[src/rtl/smeu_div.sv]
// Signed restoring divider, one quotient bit per cycle.
module smeu_div (
    input  logic               i_clk,
    input  logic               i_rst_n,
    input  logic               i_start,
    input  logic signed [31:0] i_a,
    input  logic signed [31:0] i_b,
    output logic               o_done,
    output logic [31:0]        o_quo,
    output logic [31:0]        o_rem
);
    logic [31:0] r_q, r_d;
    logic [32:0] r_r;
    logic [5:0]  r_cnt;
    logic        r_busy, r_nq, r_nr;
    logic [32:0] n_sh;
    logic [32:0] n_df;

    assign n_sh = {r_r[31:0], r_q[31]};
    assign n_df = n_sh - {1'b0, r_d};

    always_ff @(posedge i_clk) begin
        if (!i_rst_n) begin
            r_busy <= 1'b0;
            o_done <= 1'b0;
            r_cnt  <= '0;
        end else begin
            o_done <= 1'b0;
            if (i_start) begin
                r_busy <= 1'b1;
                r_cnt  <= 6'd32;
                r_q    <= i_a[31] ? 32'(-i_a) : i_a;
                r_d    <= i_b[31] ? 32'(-i_b) : i_b;
                r_r    <= '0;
                r_nq   <= i_a[31] ^ i_b[31];
                r_nr   <= i_a[31];
            end else if (r_busy) begin
                if (n_df[32]) begin
                    r_r <= n_sh;
                    r_q <= {r_q[30:0], 1'b0};
                end else begin
                    r_r <= n_df;
                    r_q <= {r_q[30:0], 1'b1};
                end
                r_cnt <= r_cnt - 6'd1;
                if (r_cnt == 6'd1) begin
                    r_busy <= 1'b0;
                    o_done <= 1'b1;
                end
            end
        end
    end

    assign o_quo = r_nq ? 32'(-r_q) : r_q;
    assign o_rem = r_nr ? 32'(-r_r[31:0]) : r_r[31:0];
endmodule

[config.mk]
export PLATFORM = sky130hd
export DESIGN_NAME = smeu_div
export DESIGN_NICKNAME = d
export VERILOG_FILES = /design/src/rtl/smeu_div.sv
export SDC_FILE = /design/constraint.sdc
export NUM_CORES = 1
export LEC_CHECK = 0
export BUFFER_PORTS_ARGS = -buffer_cell sky130_fd_sc_hd__buf_2
export CELL_PAD_IN_SITES_DETAIL_PLACEMENT = 1
export CELL_PAD_IN_SITES_GLOBAL_PLACEMENT = 2
export CORE_UTILIZATION = 36
export CTS_CLUSTER_DIAMETER = 30
export DETAILED_ROUTE_END_ITERATION = 6
export GPL_ROUTABILITY_DRIVEN = 1
export PLACE_DENSITY = 0.85
export SYNTH_ARGS = -nofsm -noshare
export SYNTH_HDL_FRONTEND = slang
export SYNTH_SLANG_ARGS = --single-unit
[constraint.sdc]
create_clock -name i_clk -period 4.4 [get_ports i_clk]
set_input_delay 0.22 -clock i_clk [delete_from_list [all_inputs] [get_ports i_clk]]
set_output_delay 0.22 -clock i_clk [all_outputs]
set_load 0.02 [all_outputs]
==> flow_summary.rst, run 1 <==
.. list-table::
   :header-rows: 1

   * - Metric
     - Value
   * - Detail Placement HPWL
     - 19.2 mm
   * - Die X
     - 158 um
   * - Combined area of the multi-input logic cells
     - roughly 5300 sq um
   * - Minimum period implied by the final worst setup slack
     - around 4100 ps
   * - Count of unique library cells instantiated by Yosys
     - 59
   * - TritonCTS clock tree
     - yes
   * - P_leak
     - 0.00389 uW
   * - Number of cell rows
     - 56
   * - Ratio of cells with drive above 1 in the final layout
     - 0.177
   * - Hold/Removal Path Class
     - primary input to flop
   * - Post-Synthesis Mean Instance Area
     - 8.96 sq um
   * - Initial antenna violation count
     - 1
   * - Result of the run
     - finished, final reports clean
   * - Final layout net count
     - 1194
   * - Critical path data required time
     - 4180 ps
   * - Number of maximum-capacitance constraint violations
     - 0
   * - Cell-by-cell trace of the critical path
     - nor3_1 > nand4b_1 > or3_4 > or4_4 > or4_1 > or4_4 > o21ai_1 > xnor2_1 > buf_2
   * - H-tree Lvls
     - 3
   * - Async S/R FF share, synth
     - 0
   * - Mapped Area
     - between 8000 and 9000 sq um
   * - RSZ-0062 raised after global routing
     - false
   * - Transition time at the pin with the least slew margin
     - 1090 ps
   * - Clock net sink count
     - approximately 110
   * - Top cell by count, worst path
     - sky130_fd_sc_hd__or4_4
   * - Clock-pin slew reported for the worst setup and hold paths after clock tree synthesis
     - around 80 ps
   * - Category of the worst setup path launch point
     - flop
   * - Initial standard-cell utilization of the core
     - 0.371
   * - Max-Slew Margin vs Limit
     - 0.273
   * - Highest cell delay on the worst timing path
     - 500 ps
   * - Total placed instance area
     - around 10000 sq um
   * - Placed Instances
     - 1396
   * - Total Routed Length
     - 24.8 mm
   * - Max Transition Viols Final
     - 0
   * - Layer with the highest usage
     - met2
   * - DRC Markers
     - 0
   * - Post-Synthesis Cells
     - 980
   * - Worst skew pair latency
     - 370 ps
   * - Endpoint class of the critical path
     - output pin
   * - Total via count after detailed routing
     - 7515
   * - Cell Pwr Density
     - roughly 360 nW/um^2
   * - Number of port buffers
     - 131
   * - Number of hold buffers added after CTS
     - 0
   * - Total number of yosys warnings
     - 0
   * - M2 GR Usage
     - 0.341
   * - Sequential cell area in the final layout
     - 3100 sq um
   * - Total global-route track usage
     - 0.203
   * - Number of DRC markers in iteration 0
     - about 400
   * - Area growth syn-to-layout
     - 14.4%
   * - Peak ir drop on the vdd network
     - 0.173 mV
   * - Die ar.
     - 25000 sq um
   * - Floorplan die height
     - 158 um
   * - Ratio of final minimum period to clock period
     - 0.926
   * - Number of global-route vias before repair
     - roughly 7500
   * - Cell with the biggest individual delay on the critical path
     - sky130_fd_sc_hd__or4_4
   * - Critical path fanouts, max
     - 5
   * - Area of all placed cells without fillers
     - around 10000 sq um
   * - Number of resized instances in the post-cts repair step
     - 0
   * - Flop and latch count out of synthesis
     - 106
   * - Number of setup buffers added after CTS
     - 0
   * - Fill count
     - between 2000 and 3000
   * - I/O Pins
     - 132
   * - Total CTS buffers
     - 9
   * - First-pass GRT wire length
     - 39.4 mm
   * - Most used DFF post-synth
     - sky130_fd_sc_hd__edfxtp_1
   * - Sum Neg Setup Slack
     - 0 ps
   * - Classification of the worst setup path
     - flop to output pin
   * - GPL Wtd Cong
     - about 0.85
   * - Number of hold violations in the final report
     - 0
   * - Routed wirelength normalized by instance count
     - 17.5 um
   * - Achievable frequency
     - roughly 250 MHz
   * - Number of antenna-violating nets in the routed design
     - 0
   * - Sequential-to-total area share from yosys stat
     - 0.353
   * - Grt met3 use
     - 0.0222
   * - First drt pass iteration count
     - 4
   * - Total nets after synthesis
     - 1086
   * - Antenna diode count
     - 0
   * - Buffer depth of the longest clock path
     - 2
   * - Count of non-filler cells in the finished layout
     - 1412
   * - Average via count per standard cell
     - 5.32
   * - Final setup vio count
     - 0
   * - Placeable Area
     - 23700 sq um
   * - Largest net degree at the start of global routing
     - between 50 and 60
   * - CP Data Arrival Time
     - 3850 ps
   * - Count of flip-flops with a built-in enable after synthesis
     - 98
   * - Final clock skew
     - between 10 and 15 ps
   * - Total global routing overflow
     - 0
   * - Fraction of met1 tracks used by global routing
     - 0.277
   * - Root buffer cell
     - sky130_fd_sc_hd__clkbuf_16
critical path, delay by kind of cell, from the launching register on:
kind | cells | cell delay, ps
buffers and inverters | 1 | 190
AO/OA/AOI/OAI | 1 | 180
AND/OR/NAND/NOR | 6 | 2490
flip-flops | 1 | 480
XOR/XNOR | 1 | 140
worst paths after layout:
| check | startpoint | to | slack (ps) | cells after the start |
|---|---|---|---|---|
| setup / recovery | r_r[8] | o_rem[30] | 330 | 9 |
| hold / removal | i_b[0] | r_d[0] | 120 | 1 |
| setup reg to reg | r_r[0] | r_r[13] | 740 | 11 |
| hold reg to reg | r_cnt[1] | r_cnt[1] | 520 | 2 |
cell usage after synthesis (8+ instances only):
master	n	area (sq um)
sky130_fd_sc_hd__a21o_1	9	67.6
sky130_fd_sc_hd__a21oi_1	66	330
sky130_fd_sc_hd__clkbuf_1	38	143
sky130_fd_sc_hd__dfxtp_1	8	160
sky130_fd_sc_hd__edfxtp_1	98	2940
sky130_fd_sc_hd__ha_1	38	475
sky130_fd_sc_hd__inv_1	52	195
sky130_fd_sc_hd__mux2_2	23	259
sky130_fd_sc_hd__mux2i_1	21	210
sky130_fd_sc_hd__nand2_1	105	394
sky130_fd_sc_hd__nand2b_1	19	119
sky130_fd_sc_hd__nand3_1	16	80.1
sky130_fd_sc_hd__nor2_1	72	270
sky130_fd_sc_hd__nor2b_1	19	119
sky130_fd_sc_hd__nor3_1	15	75.1
sky130_fd_sc_hd__o211ai_1	11	82.6
sky130_fd_sc_hd__o21ai_0	58	290
sky130_fd_sc_hd__o31ai_1	29	218
sky130_fd_sc_hd__o41ai_1	15	131
sky130_fd_sc_hd__or3_1	11	68.8
sky130_fd_sc_hd__or4_1	22	165
sky130_fd_sc_hd__xnor2_1	111	972
sky130_fd_sc_hd__xor2_1	35	307
sequential cells by signal (all words and copies together) (netlist names):
name and count:
r_cnt 6, o_done 1, r_q 32, r_d 32, r_nq 1, r_busy 1
r_nr 1, r_r 32
per-layer routing:
metal | part of all wire | vias up | wire length (um)
met1 | 0.48 | 3613 | 11900
met4 | 0.012 | 2 | 292
met5 | 0.00052 | - | 13
met3 | 0.030 | 23 | 754
li1 | - | 3754 | -
met2 | 0.47 | 123 | 11800
cell usage in the layout (no fill, tap or decap), types with 16 or more instances in the layout:
master,Yosys,layout
sky130_fd_sc_hd__buf_2,0,131
sky130_fd_sc_hd__xnor2_1,111,110
sky130_fd_sc_hd__nand2_1,105,105
sky130_fd_sc_hd__edfxtp_1,98,98
sky130_fd_sc_hd__nor2_1,72,72
sky130_fd_sc_hd__a21oi_1,66,66
sky130_fd_sc_hd__o21ai_0,58,58
sky130_fd_sc_hd__inv_1,52,52
sky130_fd_sc_hd__ha_1,38,38
sky130_fd_sc_hd__xor2_1,35,35
sky130_fd_sc_hd__o31ai_1,29,29
sky130_fd_sc_hd__mux2_2,23,23
sky130_fd_sc_hd__or4_1,22,22
sky130_fd_sc_hd__mux2i_1,21,21
sky130_fd_sc_hd__nand2b_1,19,19
sky130_fd_sc_hd__nor2b_1,19,19
sky130_fd_sc_hd__nand3_1,16,16
layout make-up:
class | count | share of cell area
flip-flops and latches | 106 | 0.309
clock inverters | 6 | 0.00548
repair buffers | 139 | 0.0725
inverters | 53 | 0.0198
well taps | 319 | 0.0397
clock buffers | 10 | 0.0238
multi-input cells | 779 | 0.530
where the power goes:
group / switching [uW] / internal, uW / total (uW)
Combinational: 837 / 580 / 1420
Clock: 421 / 413 / 835
Sequential: 123 / 1240 / 1360
Total: 1380 / 2230 / 3610
through the flow:
step | worst slack, ps | hold slack [ps] | power [uW] | utilization
3_5_place_dp | 751 | 492 | 2800 | 0.412
6_report | 325 | 116 | 3610 | 0.424
5_1_grt | 92.9 | 122 | 3820 | 0.424
3_3_place_gp | 796 | 480 | 2770 | 0.412
2_1_floorplan | 996 | 319 | 2360 | -
4_1_cts | 336 | 109 | 3650 | 0.424
cells by family (layout without fill, tap and decap cells):
| family | after synthesis | after routing | synth area share |
|---|---|---|---|
| flops | 106 | 106 | 0.353 |
| buf+inv | 95 | 208 | 0.0415 |
| xor+xnor | 146 | 146 | 0.146 |
| mux | 44 | 44 | 0.0534 |
| fa+ha+maj | 39 | 39 | 0.0564 |
| simple gates | 325 | 325 | 0.188 |
| compound gates | 225 | 225 | 0.162 |
(Power assumes the default switching activity.)
==> run 2: changes to the inputs <==
==> constraint.sdc (replaced) <==
create_clock -name i_clk -period 4.4 [get_ports i_clk]
set_input_delay 1.1 -clock i_clk [delete_from_list [all_inputs] [get_ports i_clk]]
set_output_delay 1.1 -clock i_clk [all_outputs]
set_load 0.02 [all_outputs]
==> run 2 against run 1 <==
  * The flow now finishes with violations (negative setup slack)
  * Hold slack improved by 380 ps
  * Setup slack got worse by 680 ps
  * Combinational power rose by 6%
  * Critical path depth did not move
  * First-iteration DRC count rose by 9.3%
  * Via count rose by 3.0%
  * Global-route usage rose by 0.24 points
  * Clock skew fell by 4.2 ps
  * Sequential cell count did not move
  * Die area did not move
  * Fmax fell by 14%
  * Critical endpoint is now o_rem[28]
  * Largest cell class unchanged
  * Highest routed layer is now met4
==> flow_summary.rst, run 2 (synthesis gave the netlist of run 1 again) <==
.. list-table::
   :header-rows: 1

   * - Metric
     - Value
   * - Largest registers ranked by flip-flop count
     - r_d: 32 flops, r_q: 32 flops, r_r: 32 flops (unchanged)
   * - I/O Pins
     - 132 (unchanged)
   * - Count of non-filler cells in the finished layout
     - 1448 (was 1412)
   * - Total global-route track usage
     - 0.205 (was 0.203)
   * - Number of DRC markers in iteration 0
     - 435 (was 398)
   * - Largest net degree at the start of global routing
     - 40 (was 57)
   * - GPL Wtd Cong
     - 0.825 (was 0.851)
   * - Reg power frac
     - 0.355 (was 0.377)
   * - Number of global-route vias before repair
     - 7827 (was 7536)
   * - Worst skew pair latency
     - 360 ps (was 370 ps)
   * - Result of the run
     - complete, but fails checks (was finished, final reports clean)
   * - Classification of the worst setup path
     - flop to output pin (unchanged)
   * - Critical path fanouts, max
     - 3 (was 5)
   * - Final setup vio count
     - 6 (was 0)
   * - Final clock skew
     - 8.22 ps (was 12.4 ps)
   * - Clock-pin slew reported for the worst setup and hold paths after clock tree synthesis
     - 70 ps (was 80 ps)
   * - Max Transition Viols Final
     - 0 (unchanged)
   * - Pint
     - 2420 uW (was 2230 uW)
   * - Routed wirelength normalized by instance count
     - 17.3 um (was 17.5 um)
   * - Endpoint class of the critical path
     - output pin (unchanged)
   * - Initial standard-cell utilization of the core
     - 0.371 (unchanged)
   * - Number of port buffers
     - 131 (unchanged)
   * - Peak ir drop on the vdd network
     - 0.153 mV (was 0.173 mV)
   * - Minimum period implied by the final worst setup slack
     - 4750 ps (was 4070 ps)
   * - Number of antenna-violating nets in the routed design
     - 0 (unchanged)
   * - Setup crit start
     - r_r[4] (was r_r[8])
   * - Detail Placement HPWL
     - 19.5 mm (was 19.2 mm)
   * - Die X
     - 158 um (unchanged)
   * - Buffer depth of the longest clock path
     - 2 (unchanged)
   * - Hold/Removal Path Class
     - flop to flop (was primary input to flop)
   * - Transition time at the pin with the least slew margin
     - 982 ps (was 1090 ps)
   * - Ratio of cells with drive above 1 in the final layout
     - 0.208 (was 0.177)
   * - Number of cell rows
     - 56 (unchanged)
   * - Cell Pwr Density
     - 362 nW/um^2 (was 360 nW/um^2)
   * - Total placed instance area
     - 9980 sq um (was 9750 sq um)
   * - P_leak
     - 0.00409 uW (was 0.00389 uW)
   * - Initial antenna violation count
     - 0 (was 1)
   * - Average via count per standard cell
     - 5.34 (was 5.32)
   * - DRC Markers
     - 0 (unchanged)
   * - Final layout net count
     - 1230 (was 1194)
   * - Reg-to-reg critical path startpoint
     - r_q[31] (was r_r[0])
   * - Ratio of final minimum period to clock period
     - 1.08 (was 0.926)
   * - Root buffer cell
     - sky130_fd_sc_hd__clkbuf_16 (unchanged)
   * - Die ar.
     - 25000 sq um (unchanged)
   * - Placed Instances
     - 1425 (was 1396)
   * - Leading cell type in the layout, fill and taps excluded
     - sky130_fd_sc_hd__buf_2 (unchanged)
   * - Achievable frequency
     - 210 MHz (was 245 MHz)
   * - Total via count after detailed routing
     - 7737 (was 7515)
   * - Critical path data required time
     - 3300 ps (was 4180 ps)
   * - Sw Share
     - 0.361 (was 0.382)
   * - Antenna diode count
     - 0 (unchanged)
   * - Area growth syn-to-layout
     - 19.0% (was 14.4%)
   * - Max-Slew Margin vs Limit
     - 0.345 (was 0.273)
   * - Number of hold violations in the final report
     - 0 (unchanged)
   * - Violations in the final reports
     - negative setup slack
   * - CP Data Arrival Time
     - 3650 ps (was 3850 ps)
   * - Total Routed Length
     - 25.1 mm (was 24.8 mm)
   * - Total global routing overflow
     - 0 (unchanged)
   * - Sw Pwr
     - 1360 uW (was 1380 uW)
   * - Total CTS buffers
     - 9 (unchanged)
   * - Category of the worst setup path launch point
     - flop (unchanged)
   * - H-tree Lvls
     - 3 (unchanged)
   * - Area of all placed cells without fillers
     - 10400 sq um (was 10000 sq um)
   * - TritonCTS clock tree
     - yes (unchanged)
   * - RSZ-0062 raised after global routing
     - true (was false)
   * - Logic pwr share
     - 0.396 (was 0.392)
   * - First drt pass iteration count
     - 4 (unchanged)
   * - First-pass GRT wire length
     - 40.1 mm (was 39.4 mm)
   * - Number of maximum-capacitance constraint violations
     - 0 (unchanged)
   * - Core occupancy in the finished layout
     - 0.441 (was 0.424)
   * - Clock Power Share
     - 0.249 (was 0.231)
   * - Worst Min Path Start
     - r_cnt[0] (was i_b[0])
   * - Setup slack of the critical path after layout
     - -351 ps (was 325 ps)
   * - Clock net sink count
     - 106 (unchanged)
   * - Leading cell types in the layout, fill and taps excluded
     - sky130_fd_sc_hd__buf_2 (126), sky130_fd_sc_hd__xnor2_1 (110), sky130_fd_sc_hd__nand2_1 (104), sky130_fd_sc_hd__edfxtp_1 (98), sky130_fd_sc_hd__nor2_1 (71) (was sky130_fd_sc_hd__buf_2 (131), sky130_fd_sc_hd__xnor2_1 (110), sky130_fd_sc_hd__nand2_1 (105), sky130_fd_sc_hd__edfxtp_1 (98), sky130_fd_sc_hd__nor2_1 (72))
   * - Placeable Area
     - 23700 sq um (unchanged)
   * - Floorplan die height
     - 158 um (unchanged)
[run 2: cell types whose count changed in the layout (fill, tap and decap cells not counted), moves of 2 or more]
| cell | change |
|---|---|
| sky130_fd_sc_hd__inv_8 | -2 |
| sky130_fd_sc_hd__buf_4 | +40 |
| sky130_fd_sc_hd__buf_2 | -5 |
| sky130_fd_sc_hd__o41ai_1 | -2 |
| sky130_fd_sc_hd__clkinv_1 | +2 |
| sky130_fd_sc_hd__clkinv_4 | -2 |
| sky130_fd_sc_hd__or4_4 | +2 |
| sky130_fd_sc_hd__or4_1 | -2 |
| sky130_fd_sc_hd__bufinv_16 | +3 |
[run 2: what timing repair did]
item                       4_1_cts  5_1_grt
gates resized for setup          6       10
pin swaps                        4        3
setup endpoints to repair        6       17
hold buffers                     0        0
buffers inserted                 5        2
[run 2: worst max-delay path, stage by stage (launching register included)]
cell	delay [ps]
sky130_fd_sc_hd__edfxtp_1	450
sky130_fd_sc_hd__nor4_4	340
sky130_fd_sc_hd__nand4b_1	180
sky130_fd_sc_hd__or3_4	400
sky130_fd_sc_hd__or4_4	500
sky130_fd_sc_hd__or4_4	440
sky130_fd_sc_hd__or4_4	460
sky130_fd_sc_hd__o31ai_4	210
sky130_fd_sc_hd__xnor2_1	140
sky130_fd_sc_hd__buf_4	160
[run 2: routing by layer]
layer / global-route usage / part of all wire
met5: 0 / 0
met4: 0.0668 / 0.020
met3: 0.0197 / 0.033
met2: 0.346 / 0.47
met1: 0.274 / 0.47
[run 2: through the flow]
stage	power, uW	worst slack [ps]	hold slack (ps)	TNS (ps)
2_1_floorplan	2360	151	461	0
3_5_place_dp	2850	-11.0	482	-11.0
5_1_grt	3990	-463	517	-2590
3_3_place_gp	2810	56.8	478	0
4_1_cts	3800	-319	493	-1590
6_report	3780	-351	494	-1710
[run 2: cell type report]
class | instances | area, sq um
Clock buffer | 10 | 229
Multi-Input combinational cell | 779 | 5390
Fill cell | 2861 | 13200
Timing Repair Buffer | 175 | 1020
Inverter | 53 | 199
Tap cell | 319 | 399
Sequential cell | 106 | 3100
Clock inverter | 6 | 105
[run 2: final timing paths]
path / endpoint / slack [ps] / cells past startpoint
max: o_rem[28] / -350 / 9
min: r_cnt[0] / 490 / 2
max reg2reg: r_r[0] / 350 / 11
min reg2reg: r_cnt[0] / 490 / 2
[run 2: power by group through the flow]
stage,combinational [uW],clock (uW),sequential (uW)
6_report,1500,941,1340
5_1_grt,1650,989,1350
4_1_cts,1500,962,1340
3_5_place_dp,1490,0,1360
3_3_place_gp,1460,0,1350
2_1_floorplan,1020,0,1340
